==> src/rtl/oled_i2c_pkg.sv <==
`default_nettype none

package oled_i2c_pkg;

   // register reset values
   localparam logic [7:0]  DEFAULT_DEVICE_ADDRESS = 8'h78;
   localparam logic [15:0] DEFAULT_TICKS_PER_WAIT = 16'd1;

   // configuration port
   localparam int unsigned CSR_INDEX_WIDTH = 1;
   localparam int unsigned CSR_DATA_WIDTH  = 16;
   localparam logic [CSR_INDEX_WIDTH-1:0] CSR_DEVICE_ADDRESS = 1'b0;
   localparam logic [CSR_INDEX_WIDTH-1:0] CSR_TICKS_PER_WAIT = 1'b1;

   // queue between front and back
   localparam int unsigned QUEUE_DEPTH = 2;

   // framing bytes
   localparam logic [7:0] CTRL_COMMAND = 8'h00;
   localparam logic [7:0] CTRL_DATA    = 8'h40;
   localparam logic [7:0] PAGE_CMD     = 8'hB0;
   localparam logic [7:0] COL_HIGH_CMD = 8'h10;

   // request codes, same encoding as the func field
   typedef enum logic [1:0] {
      OP_TICK    = 2'd0,
      OP_COMMAND = 2'd1,
      OP_DATA    = 2'd2,
      OP_CURSOR  = 2'd3
   } op_kind_type;

   typedef struct packed {
      logic [1:0] func;
      logic [7:0] value;
      logic [2:0] page;
      logic [6:0] column;
   } req_payload_type;

   typedef struct packed {
      logic scl;
      logic sda;
      logic busy_res;
      logic rejected;
      logic done_res;
   } rsp_payload_type;

   // classified word handed from front to back
   typedef struct packed {
      op_kind_type kind;
      logic [7:0]  byte0;
      logic [7:0]  byte1;
      logic [7:0]  byte2;
   } q_entry_type;

endpackage

`default_nettype wire

==> src/rtl/oled_i2c_front.sv <==
`default_nettype none

module oled_i2c_front #(
   parameter int unsigned Depth = oled_i2c_pkg::QUEUE_DEPTH
) (
   input  wire logic                          clock,
   input  wire logic                          reset,
   input  wire logic                          req_valid,
   output logic                               req_ready,
   input  wire oled_i2c_pkg::req_payload_type req_payload,
   output logic                               q_valid,
   output oled_i2c_pkg::q_entry_type          q_entry,
   input  wire logic                          q_pop
);

   localparam int unsigned PtrWidth = (Depth > 1) ? $clog2(Depth) : 1;
   localparam int unsigned CntWidth = $clog2(Depth + 1);
   localparam logic [PtrWidth-1:0] PtrLast = PtrWidth'(Depth - 1);
   localparam logic [CntWidth-1:0] CntFull = CntWidth'(Depth);

   oled_i2c_pkg::q_entry_type q_ff [Depth];
   oled_i2c_pkg::q_entry_type word_class;
   logic [PtrWidth-1:0] wr_ptr_ff, wr_ptr_in;
   logic [PtrWidth-1:0] rd_ptr_ff, rd_ptr_in;
   logic [CntWidth-1:0] count_ff, count_in;
   logic push;
   logic pop;

   // classify the incoming word and build its payload bytes
   always_comb begin
      word_class.byte0 = req_payload.value;
      word_class.byte1 = 8'h00;
      word_class.byte2 = 8'h00;
      unique case (req_payload.func)
         oled_i2c_pkg::OP_TICK:    word_class.kind = oled_i2c_pkg::OP_TICK;
         oled_i2c_pkg::OP_COMMAND: word_class.kind = oled_i2c_pkg::OP_COMMAND;
         oled_i2c_pkg::OP_DATA:    word_class.kind = oled_i2c_pkg::OP_DATA;
         default: begin
            word_class.kind  = oled_i2c_pkg::OP_CURSOR;
            word_class.byte0 = oled_i2c_pkg::PAGE_CMD | {5'd0, req_payload.page};
            word_class.byte1 = oled_i2c_pkg::COL_HIGH_CMD | {5'd0, req_payload.column[6:4]};
            word_class.byte2 = {4'd0, req_payload.column[3:0]};
         end
      endcase
   end

   // queue control
   assign req_ready = (count_ff != CntFull);
   assign q_valid   = (count_ff != '0);
   assign q_entry   = q_ff[rd_ptr_ff];
   assign push      = req_valid && req_ready;
   assign pop       = q_pop && q_valid;

   always_comb begin
      wr_ptr_in = wr_ptr_ff;
      rd_ptr_in = rd_ptr_ff;
      count_in  = count_ff;
      if (push) begin
         wr_ptr_in = (wr_ptr_ff == PtrLast) ? '0 : wr_ptr_ff + 1'b1;
      end
      if (pop) begin
         rd_ptr_in = (rd_ptr_ff == PtrLast) ? '0 : rd_ptr_ff + 1'b1;
      end
      if (push && !pop) begin
         count_in = count_ff + 1'b1;
      end else if (pop && !push) begin
         count_in = count_ff - 1'b1;
      end
   end

   always_ff @(posedge clock) begin
      if (reset) begin
         wr_ptr_ff <= '0;
         rd_ptr_ff <= '0;
         count_ff  <= '0;
      end else begin
         wr_ptr_ff <= wr_ptr_in;
         rd_ptr_ff <= rd_ptr_in;
         count_ff  <= count_in;
      end
   end

   // storage, no reset
   always_ff @(posedge clock) begin
      if (push) begin
         q_ff[wr_ptr_ff] <= word_class;
      end
   end

   a_count_bound: assert property (@(posedge clock) disable iff (reset)
      count_ff <= CntFull)
      else $error("queue count beyond depth");

   a_pop_nonempty: assert property (@(posedge clock) disable iff (reset)
      q_pop |-> (count_ff != '0))
      else $error("pop from empty queue");

endmodule

`default_nettype wire

==> src/rtl/oled_i2c_back.sv <==
`default_nettype none

module oled_i2c_back (
   input  wire logic                                         clock,
   input  wire logic                                         reset,
   input  wire logic                                         csr_we,
   input  wire logic [oled_i2c_pkg::CSR_INDEX_WIDTH-1:0]     csr_index,
   input  wire logic [oled_i2c_pkg::CSR_DATA_WIDTH-1:0]      csr_wdata,
   input  wire logic                                         q_valid,
   input  wire oled_i2c_pkg::q_entry_type                    q_entry,
   output logic                                              q_pop,
   output logic                                              rsp_valid,
   input  wire logic                                         rsp_ready,
   output oled_i2c_pkg::rsp_payload_type                     rsp_payload
);

   typedef enum logic [1:0] {
      POS_START_HI,
      POS_START_LO,
      POS_BITS,
      POS_STOP
   } pos_type;

   localparam logic [1:0] BYTE_ADDRESS = 2'd0;
   localparam logic [1:0] BYTE_CONTROL = 2'd1;
   localparam logic [1:0] BYTE_PAYLOAD = 2'd2;
   localparam logic [3:0] BIT_LAST     = 4'd7;
   localparam logic [3:0] BIT_ACK      = 4'd8;
   localparam logic [1:0] PHASE_LOW    = 2'd0;
   localparam logic [1:0] PHASE_HIGH   = 2'd1;
   localparam logic [1:0] PHASE_FALL   = 2'd2;
   localparam logic [1:0] TXN_LAST_CURSOR = 2'd2;

   logic [7:0]  device_address_ff, device_address_in;
   logic [15:0] ticks_per_wait_ff, ticks_per_wait_in;

   pos_type     pos_ff, pos_in;
   logic        busy_ff, busy_in;
   logic [15:0] wait_ff, wait_in;
   logic [1:0]  byte_idx_ff, byte_idx_in;
   logic [3:0]  bit_ff, bit_in;
   logic [1:0]  phase_ff, phase_in;
   logic [1:0]  txn_ff, txn_in;
   logic        cursor_ff, cursor_in;
   logic        data_mode_ff, data_mode_in;
   logic [7:0]  payload_ff [3];
   logic [7:0]  payload_in [3];
   logic        scl_ff, scl_in;
   logic        sda_ff, sda_in;
   logic        rsp_valid_ff, rsp_valid_in;
   oled_i2c_pkg::rsp_payload_type rsp_payload_ff, rsp_payload_in;

   logic        fire;
   logic        is_req;
   logic        rejected;
   logic        done;
   logic [15:0] wait_load;
   logic [1:0]  txn_last;
   logic [1:0]  nb_idx;
   logic [2:0]  nb_bit;
   logic [7:0]  payload_sel;
   logic [7:0]  tx_byte;
   logic        tx_bit;

   // configuration writes
   always_comb begin
      device_address_in = device_address_ff;
      ticks_per_wait_in = ticks_per_wait_ff;
      if (csr_we) begin
         unique case (csr_index)
            oled_i2c_pkg::CSR_DEVICE_ADDRESS: device_address_in = csr_wdata[7:0];
            default:                          ticks_per_wait_in = csr_wdata;
         endcase
      end
   end

   assign wait_load = (ticks_per_wait_ff == 16'd0) ? 16'd1 : ticks_per_wait_ff;
   assign txn_last  = cursor_ff ? TXN_LAST_CURSOR : 2'd0;

   // handshake: a word leaves the queue when the output stage is free
   assign fire   = q_valid && (!rsp_valid_ff || rsp_ready);
   assign q_pop  = fire;
   assign is_req = (q_entry.kind != oled_i2c_pkg::OP_TICK);

   // which data bit the next low phase puts on sda
   always_comb begin
      if (pos_ff == POS_START_LO) begin
         nb_idx = BYTE_ADDRESS;
         nb_bit = 3'd0;
      end else if (bit_ff == BIT_ACK) begin
         nb_idx = byte_idx_ff + 1'b1;
         nb_bit = 3'd0;
      end else begin
         nb_idx = byte_idx_ff;
         nb_bit = bit_ff[2:0] + 1'b1;
      end
   end

   always_comb begin
      unique case (txn_ff)
         2'd0:    payload_sel = payload_ff[0];
         2'd1:    payload_sel = payload_ff[1];
         2'd2:    payload_sel = payload_ff[2];
         default: payload_sel = 8'h00;
      endcase
   end

   always_comb begin
      unique case (nb_idx)
         BYTE_ADDRESS: tx_byte = device_address_ff;
         BYTE_CONTROL: tx_byte = data_mode_ff ? oled_i2c_pkg::CTRL_DATA
                                              : oled_i2c_pkg::CTRL_COMMAND;
         BYTE_PAYLOAD: tx_byte = payload_sel;
         default:      tx_byte = 8'h00;
      endcase
   end

   assign tx_bit = tx_byte[3'd7 - nb_bit];

   // sequencer: one step of the bus waveform per expired wait
   always_comb begin
      pos_in       = pos_ff;
      busy_in      = busy_ff;
      wait_in      = wait_ff;
      byte_idx_in  = byte_idx_ff;
      bit_in       = bit_ff;
      phase_in     = phase_ff;
      txn_in       = txn_ff;
      cursor_in    = cursor_ff;
      data_mode_in = data_mode_ff;
      for (int i = 0; i < 3; i++) begin
         payload_in[i] = payload_ff[i];
      end
      scl_in   = scl_ff;
      sda_in   = sda_ff;
      rejected = 1'b0;
      done     = 1'b0;

      if (fire) begin
         if (is_req && !busy_ff) begin
            // load a new operation and show start-high
            payload_in[0] = q_entry.byte0;
            payload_in[1] = q_entry.byte1;
            payload_in[2] = q_entry.byte2;
            cursor_in     = (q_entry.kind == oled_i2c_pkg::OP_CURSOR);
            data_mode_in  = (q_entry.kind == oled_i2c_pkg::OP_DATA);
            txn_in        = 2'd0;
            busy_in       = 1'b1;
            pos_in        = POS_START_HI;
            byte_idx_in   = BYTE_ADDRESS;
            bit_in        = 4'd0;
            phase_in      = PHASE_LOW;
            scl_in        = 1'b1;
            sda_in        = 1'b1;
            wait_in       = wait_load;
         end else begin
            rejected = is_req;
            if (busy_ff) begin
               if (wait_ff > 16'd1) begin
                  wait_in = wait_ff - 16'd1;
               end else begin
                  wait_in = wait_load;
                  unique case (pos_ff)
                     POS_START_HI: begin
                        pos_in = POS_START_LO;
                        sda_in = 1'b0;
                     end
                     POS_START_LO: begin
                        pos_in      = POS_BITS;
                        byte_idx_in = BYTE_ADDRESS;
                        bit_in      = 4'd0;
                        phase_in    = PHASE_LOW;
                        scl_in      = 1'b0;
                        sda_in      = tx_bit;
                     end
                     POS_BITS: begin
                        if (bit_ff == BIT_ACK) begin
                           if (byte_idx_ff == BYTE_PAYLOAD) begin
                              pos_in = POS_STOP;
                              scl_in = 1'b1;
                              sda_in = 1'b0;
                           end else begin
                              byte_idx_in = nb_idx;
                              bit_in      = 4'd0;
                              phase_in    = PHASE_LOW;
                              scl_in      = 1'b0;
                              sda_in      = tx_bit;
                           end
                        end else if (phase_ff == PHASE_FALL) begin
                           if (bit_ff == BIT_LAST) begin
                              // ack clock, sda untouched
                              bit_in = BIT_ACK;
                              scl_in = 1'b1;
                           end else begin
                              bit_in   = {1'b0, nb_bit};
                              phase_in = PHASE_LOW;
                              scl_in   = 1'b0;
                              sda_in   = tx_bit;
                           end
                        end else if (phase_ff == PHASE_LOW) begin
                           phase_in = PHASE_HIGH;
                           scl_in   = 1'b1;
                        end else begin
                           phase_in = PHASE_FALL;
                           scl_in   = 1'b0;
                        end
                     end
                     default: begin
                        if (txn_ff < txn_last) begin
                           // next transaction of a cursor set
                           txn_in      = txn_ff + 1'b1;
                           pos_in      = POS_START_HI;
                           byte_idx_in = BYTE_ADDRESS;
                           bit_in      = 4'd0;
                           phase_in    = PHASE_LOW;
                           scl_in      = 1'b1;
                           sda_in      = 1'b1;
                        end else begin
                           // release sda, operation complete
                           scl_in      = 1'b1;
                           sda_in      = 1'b1;
                           busy_in     = 1'b0;
                           byte_idx_in = BYTE_ADDRESS;
                           bit_in      = 4'd0;
                           phase_in    = PHASE_LOW;
                           wait_in     = 16'd0;
                           done        = 1'b1;
                        end
                     end
                  endcase
               end
            end
         end
      end
   end

   // output stage
   always_comb begin
      rsp_valid_in   = rsp_valid_ff;
      rsp_payload_in = rsp_payload_ff;
      if (fire) begin
         rsp_valid_in            = 1'b1;
         rsp_payload_in.scl      = scl_in;
         rsp_payload_in.sda      = sda_in;
         rsp_payload_in.busy_res = busy_in;
         rsp_payload_in.rejected = rejected;
         rsp_payload_in.done_res = done;
      end else if (rsp_ready) begin
         rsp_valid_in = 1'b0;
      end
   end

   assign rsp_valid   = rsp_valid_ff;
   assign rsp_payload = rsp_payload_ff;

   always_ff @(posedge clock) begin
      if (reset) begin
         device_address_ff <= oled_i2c_pkg::DEFAULT_DEVICE_ADDRESS;
         ticks_per_wait_ff <= oled_i2c_pkg::DEFAULT_TICKS_PER_WAIT;
         pos_ff            <= POS_START_HI;
         busy_ff           <= 1'b0;
         wait_ff           <= 16'd0;
         byte_idx_ff       <= BYTE_ADDRESS;
         bit_ff            <= 4'd0;
         phase_ff          <= PHASE_LOW;
         txn_ff            <= 2'd0;
         cursor_ff         <= 1'b0;
         data_mode_ff      <= 1'b0;
         scl_ff            <= 1'b1;
         sda_ff            <= 1'b1;
         rsp_valid_ff      <= 1'b0;
      end else begin
         device_address_ff <= device_address_in;
         ticks_per_wait_ff <= ticks_per_wait_in;
         pos_ff            <= pos_in;
         busy_ff           <= busy_in;
         wait_ff           <= wait_in;
         byte_idx_ff       <= byte_idx_in;
         bit_ff            <= bit_in;
         phase_ff          <= phase_in;
         txn_ff            <= txn_in;
         cursor_ff         <= cursor_in;
         data_mode_ff      <= data_mode_in;
         scl_ff            <= scl_in;
         sda_ff            <= sda_in;
         rsp_valid_ff      <= rsp_valid_in;
      end
   end

   // payload registers, no reset
   always_ff @(posedge clock) begin
      for (int i = 0; i < 3; i++) begin
         payload_ff[i] <= payload_in[i];
      end
      rsp_payload_ff <= rsp_payload_in;
   end

   a_wait_live: assert property (@(posedge clock) disable iff (reset)
      busy_ff |-> (wait_ff != 16'd0))
      else $error("busy with an empty wait counter");

   a_bit_range: assert property (@(posedge clock) disable iff (reset)
      (busy_ff && pos_ff == POS_BITS) |->
         (bit_ff <= BIT_ACK && phase_ff != 2'd3 &&
          (bit_ff != BIT_ACK || phase_ff == PHASE_FALL)))
      else $error("bit position out of range");

   a_txn_range: assert property (@(posedge clock) disable iff (reset)
      busy_ff |-> (txn_ff <= txn_last))
      else $error("transaction index beyond last");

   a_done_idle: assert property (@(posedge clock) disable iff (reset)
      (fire && done) |=> !busy_ff)
      else $error("still busy after done");

endmodule

`default_nettype wire

==> src/rtl/oled_i2c_write_sequencer_core.sv <==
`default_nettype none

// Channel   Ports                        Direction  Word
// request   req_valid/req_ready          in         func, value, page, column
// response  rsp_valid/rsp_ready          out        scl, sda, busy_res, rejected, done_res
// config    csr_we/csr_index/csr_wdata   in         device_address (0), ticks_per_wait (1)
//
// One word per clock cycle sustained while rsp_ready stays high; every request word yields one response word.
// A word is registered in the front queue, then passes through the sequencer step
// into the output register.
// Reset is synchronous; no clearing pass follows it.
// A stalled response holds in the output register; the queue then fills and
// req_ready drops.

module oled_i2c_write_sequencer_core #(
   parameter int unsigned QueueDepth = oled_i2c_pkg::QUEUE_DEPTH
) (
   input  wire logic                                     clock,
   input  wire logic                                     reset,
   input  wire logic                                     req_valid,
   output logic                                          req_ready,
   input  wire oled_i2c_pkg::req_payload_type            req_payload,
   output logic                                          rsp_valid,
   input  wire logic                                     rsp_ready,
   output oled_i2c_pkg::rsp_payload_type                 rsp_payload,
   input  wire logic                                     csr_we,
   input  wire logic [oled_i2c_pkg::CSR_INDEX_WIDTH-1:0] csr_index,
   input  wire logic [oled_i2c_pkg::CSR_DATA_WIDTH-1:0]  csr_wdata
);

   logic                      q_valid;
   logic                      q_pop;
   oled_i2c_pkg::q_entry_type q_entry;

   // accept and classify
   oled_i2c_front #(
      .Depth (QueueDepth)
   ) u_front (
      .clock       (clock),
      .reset       (reset),
      .req_valid   (req_valid),
      .req_ready   (req_ready),
      .req_payload (req_payload),
      .q_valid     (q_valid),
      .q_entry     (q_entry),
      .q_pop       (q_pop)
   );

   // bus sequencer and output stage
   oled_i2c_back u_back (
      .clock       (clock),
      .reset       (reset),
      .csr_we      (csr_we),
      .csr_index   (csr_index),
      .csr_wdata   (csr_wdata),
      .q_valid     (q_valid),
      .q_entry     (q_entry),
      .q_pop       (q_pop),
      .rsp_valid   (rsp_valid),
      .rsp_ready   (rsp_ready),
      .rsp_payload (rsp_payload)
   );

endmodule

`default_nettype wire

==> config.mk <==
export PLATFORM = sky130hd
export DESIGN_NAME = oled_i2c_write_sequencer_core
export DESIGN_NICKNAME = d
export VERILOG_FILES = /design/src/rtl/oled_i2c_pkg.sv /design/src/rtl/oled_i2c_front.sv /design/src/rtl/oled_i2c_back.sv /design/src/rtl/oled_i2c_write_sequencer_core.sv
export SDC_FILE = /design/constraint.sdc
export NUM_CORES = 1
export LEC_CHECK = 0
export ABC_AREA = 0
export BUFFER_PORTS_ARGS = -buffer_cell sky130_fd_sc_hd__buf_2
export CAP_MARGIN = 20
export CORE_MARGIN = 2
export CORE_UTILIZATION = 60
export CTS_BUF_LIST = sky130_fd_sc_hd__clkbuf_8
export CTS_CLUSTER_DIAMETER = 30
export DETAILED_ROUTE_END_ITERATION = 8
export GPL_TIMING_DRIVEN = 0
export PLACE_DENSITY = 0.8
export SKIP_CTS_REPAIR_TIMING = 1
export SLEW_MARGIN = 20
export SYNTH_ARGS = -nofsm -noshare
export SYNTH_HDL_FRONTEND = slang
export SYNTH_SLANG_ARGS = --single-unit
==> constraint.sdc <==
create_clock -name clock -period 3.01 [get_ports clock]
set_input_delay 0.1505 -clock clock [delete_from_list [all_inputs] [get_ports clock]]
set_output_delay 0.1505 -clock clock [all_outputs]
set_load 0.005 [all_outputs]
==> impl_metrics.csv <==
group,metric,value,unit
route,finalWirelength,14160,um
synthesis,ys_seq_elements,120,
die,start_util,62.02,%
die,num_io_pins,49,
clock_tree,cts_sinks,120,
sta,period_needed,2.860,ns
worst_setup_path,slowest_delay,0.51,ns
power,leakage,2.520,nW
sta,setup_viol,0,
sta,final-hold-violation-count,2,
grt,grt_pass1_vias,4654,
synthesis,synth.cell_area,5730,um2
route,drc_errors,0,
worst_setup_path,cp_cell_sequence,"inv_1 > ha_1 > and3b_1 > buf_1 > nor3_1 > a32oi_1 > nor4b_1 > o22ai_1 > a21oi_1",
worst_setup_path,r2r_cells,9,
worst_setup_path,critical_path_class,"flop to flop",
worst_setup_path,critPathSlowestCell,"nor3_1",
die,die_w,101.7,um
clock_tree,tritoncts,"built",
placed_design,place_inst,753,
die,die_h,101.7,um
synthesis,yosys.area.top_type,"edfxtp_1",
hold_path,hold_path_class,"primary input to flop",
power,peakVddDrop,503.7,uV
placed_design,gp_congestion,0.9092,
worst_setup_path,crit_start,"u_back.bit_ff[0]",
grt,grt_max_degree,21,
worst_setup_path,arrival,3.14,ns
synthesis,synth_top_area_share,29.87,%
synthesis,syn_nets,633,
power,powerDensity,901.1,nW/um2
die,fp.coreArea,9240,um2
route,drt-initial-drc-count,422,
grt,grt_overflow,0,
route,drt-pass1-iter-count,5,
worst_setup_path,start_kind,"flop",
sta,timing.hold.ws,-0.007442,ns
power,power,6.000,mW
route,viasPerCell,5.990,
worst_setup_path,r2r-start,"u_back.bit_ff[0]",
status,status,"finished, violations left",
worst_setup_path,critPathMaxFanout,7,
placed_design,dp_hpwl,9841,um
finish,drive_gt1_share,16.94,%
finish,regArea,2973,um2
sta,fmax,349.7,MHz
synthesis,yosys-top-cells-count,"nand2_1 (71), dfxtp_1 (63), edfxtp_1 (57)",
sta,finalCritPeriodShare,95.01,%
finish,fin_nets,717,
finish,multi_input_area,2587,um2
sta,finClkSkew,0.01393,ns
sta,rsz0062_at_grt,"no",
synthesis,yosysWarningCount,0,
clock_tree,clockRootBuffer,"clkbuf_8",
sta,slew_violations,0,
synthesis,ys_seq_area_share,51.88,%
hold_path,min_from,"csr_wdata[1]",
synthesis,ys_types,56,
grt,grt_usage,28.97,%
clock_tree,clk_latency,0.43,ns
route,wl_per_cell,17.65,um
route,dr_total_vias,4804,
synthesis,async_flop_share,0,%
clock_tree,h-tree-depth,4,
sta,finalSetupTns,0,ns
die,dieArea,10350,um2
route,ant_nets,0,
worst_setup_path,crit_path_end_kind,"flop",
clock_tree,clk_pin_slew,0.07,ns
placed_design,portBuffers,47,
synthesis,synth_area_leaders,"edfxtp_1 (30%), dfxtp_1 (22%), nand2_1 (4.7%), mux2_2 (4.1%), a21oi_1 (3.6%)",
finish,fin_cells,802,
synthesis,synth_edf_count,57,
synthesis,syn_avg_cell_area,9.949,um2
finish,diodes,0,
synthesis,synthFlopType,"dfxtp_1",
flow_run,max-cap-violations,0,
status,violations,"hold timing",
grt,antenna_found_initial,0,
hold_path,hold_depth,3,
clock_tree,cts_inserted_buffers,17,
clock_tree,cts_buffer_depth,2,
grt,grt_pass1_wl,22780,um
worst_setup_path,required,3.29,ns
finish,synthToLayoutAreaGrowth,16.20,%
sta,relSlewSlack,44.26,%
die,rows,35,
synthesis,synth.most_common_cell,"nand2_1",
synthesis,synthCells,576,
sta,worst_pin_slew,0.8361,ns
finish,fillers,698,
-- layout by cell type, fill, tap and decap left out, drive strengths merged, types with 4 or more instances in the layout --
| cell | instances |
|---|---|
| a21oi | 41 |
| a221oi | 5 |
| a22oi | 6 |
| a31oi | 7 |
| a32oi | 5 |
| and2 | 4 |
| and3 | 14 |
| buf | 51 |
| clkbuf | 42 |
| clkinv | 11 |
| dfxtp | 63 |
| dlygate4sd3 | 16 |
| edfxtp | 57 |
| ha | 15 |
| inv | 22 |
| mux2 | 21 |
| mux2i | 10 |
| nand2 | 71 |
| nand2b | 14 |
| nand3 | 13 |
| nand3b | 10 |
| nand4 | 8 |
| nand4b | 5 |
| nor2 | 46 |
| nor2b | 10 |
| nor3 | 16 |
| nor4 | 15 |
| o211ai | 4 |
| o21ai | 15 |
| or3 | 8 |
| xor2 | 6 |
-- worst max-delay path, delay by kind of cell (launching register included) --
kind | cells | cell delay [ns]
flip-flops | 1 | 0.44
adder cells (fa/ha/maj) | 1 | 0.26
AO/OA/AOI/OAI | 3 | 0.54
AND/OR/NAND/NOR | 3 | 1.18
buffers and inverters | 2 | 0.29
-- stage by stage --
step | util [%] | setup slack (ns) | cell area [um2]
after global routing | 72.07 | 0.02400 | 6659
final | 72.07 | 0.1501 | 6659
after global placement | 66.31 | 0.1752 | 6127
after CTS | 70.13 | 0.09174 | 6480
after detailed placement | 66.46 | 0.1116 | 6141
after floorplan | - | 0.5182 | 5731
-- final timing paths --
check | end | slack (ns)
setup / recovery | u_back.rsp_payload[3] | 0.15
hold / removal | u_back.device_address_ff[1] | -0.007
setup reg to reg | u_back.rsp_payload[3] | 0.15
hold reg to reg | u_back.device_address_ff[1] | 0.46
-- flip-flops by register name (all words and copies together) (netlist names), named ones only --
signal and cells:
u_front.rd_ptr_ff 1, u_back.busy_ff 1, u_back.payload_ff 16, u_back.data_mode_ff 1
u_front.count_ff 2, u_front.wr_ptr_ff 1, u_back.byte_idx_ff 2, u_back.cursor_ff 1
u_back.txn_ff 2, u_back.pos_ff 2, u_back.scl_ff 1, u_back.rsp_payload 5
u_back.wait_ff 16, u_front.q_ff 36, u_back.rsp_valid 1, u_back.bit_ff 4
u_back.ticks_per_wait_ff 16, u_back.sda_ff 1, u_back.device_address_ff 8, u_back.phase_ff 2
-- area by class of cell --
cell class	count	share of cell area, %
Timing Repair inverter	1	0.07516
Inverter	20	1.184
Tap cell	129	2.424
Buffer	28	1.616
Clock buffer	17	3.514
Sequential cell	120	44.64
Multi-Input combinational cell	408	38.86
Clock inverter	15	1.578
Timing Repair Buffer	64	6.107
-- metal layers --
| layer | GRT usage (%) | share of wire (%) | up-vias |
|---|---|---|---|
| li1 | - | - | 2285 |
| met1 | 36.36 | 40 | 2253 |
| met2 | 48.73 | 49 | 224 |
| met3 | 5.452 | 7.2 | 42 |
| met4 | 12.99 | 3.5 | 0 |
| met5 | 0 | 0 | - |
-- cells by family (layout without fill, tap and decap cells) --
group	Yosys count	in the layout	synth area share [%]
multiplexers	32	32	6.266
flip-flops	120	120	51.88
buffers and inverters	48	145	3.166
XOR/XNOR	8	8	1.223
adder cells (fa/ha/maj)	15	15	3.275
AND/OR/NAND/NOR	248	248	22.34
AO/OA/AOI/OAI	105	105	11.86
-- where the power goes --
group          switching [mW]  total [mW]  internal, mW
clock                   0.691        1.26         0.567
combinational            1.51        2.39         0.886
sequential              0.223        2.35          2.13
Note: power is estimated with default switching activity, not from simulation.
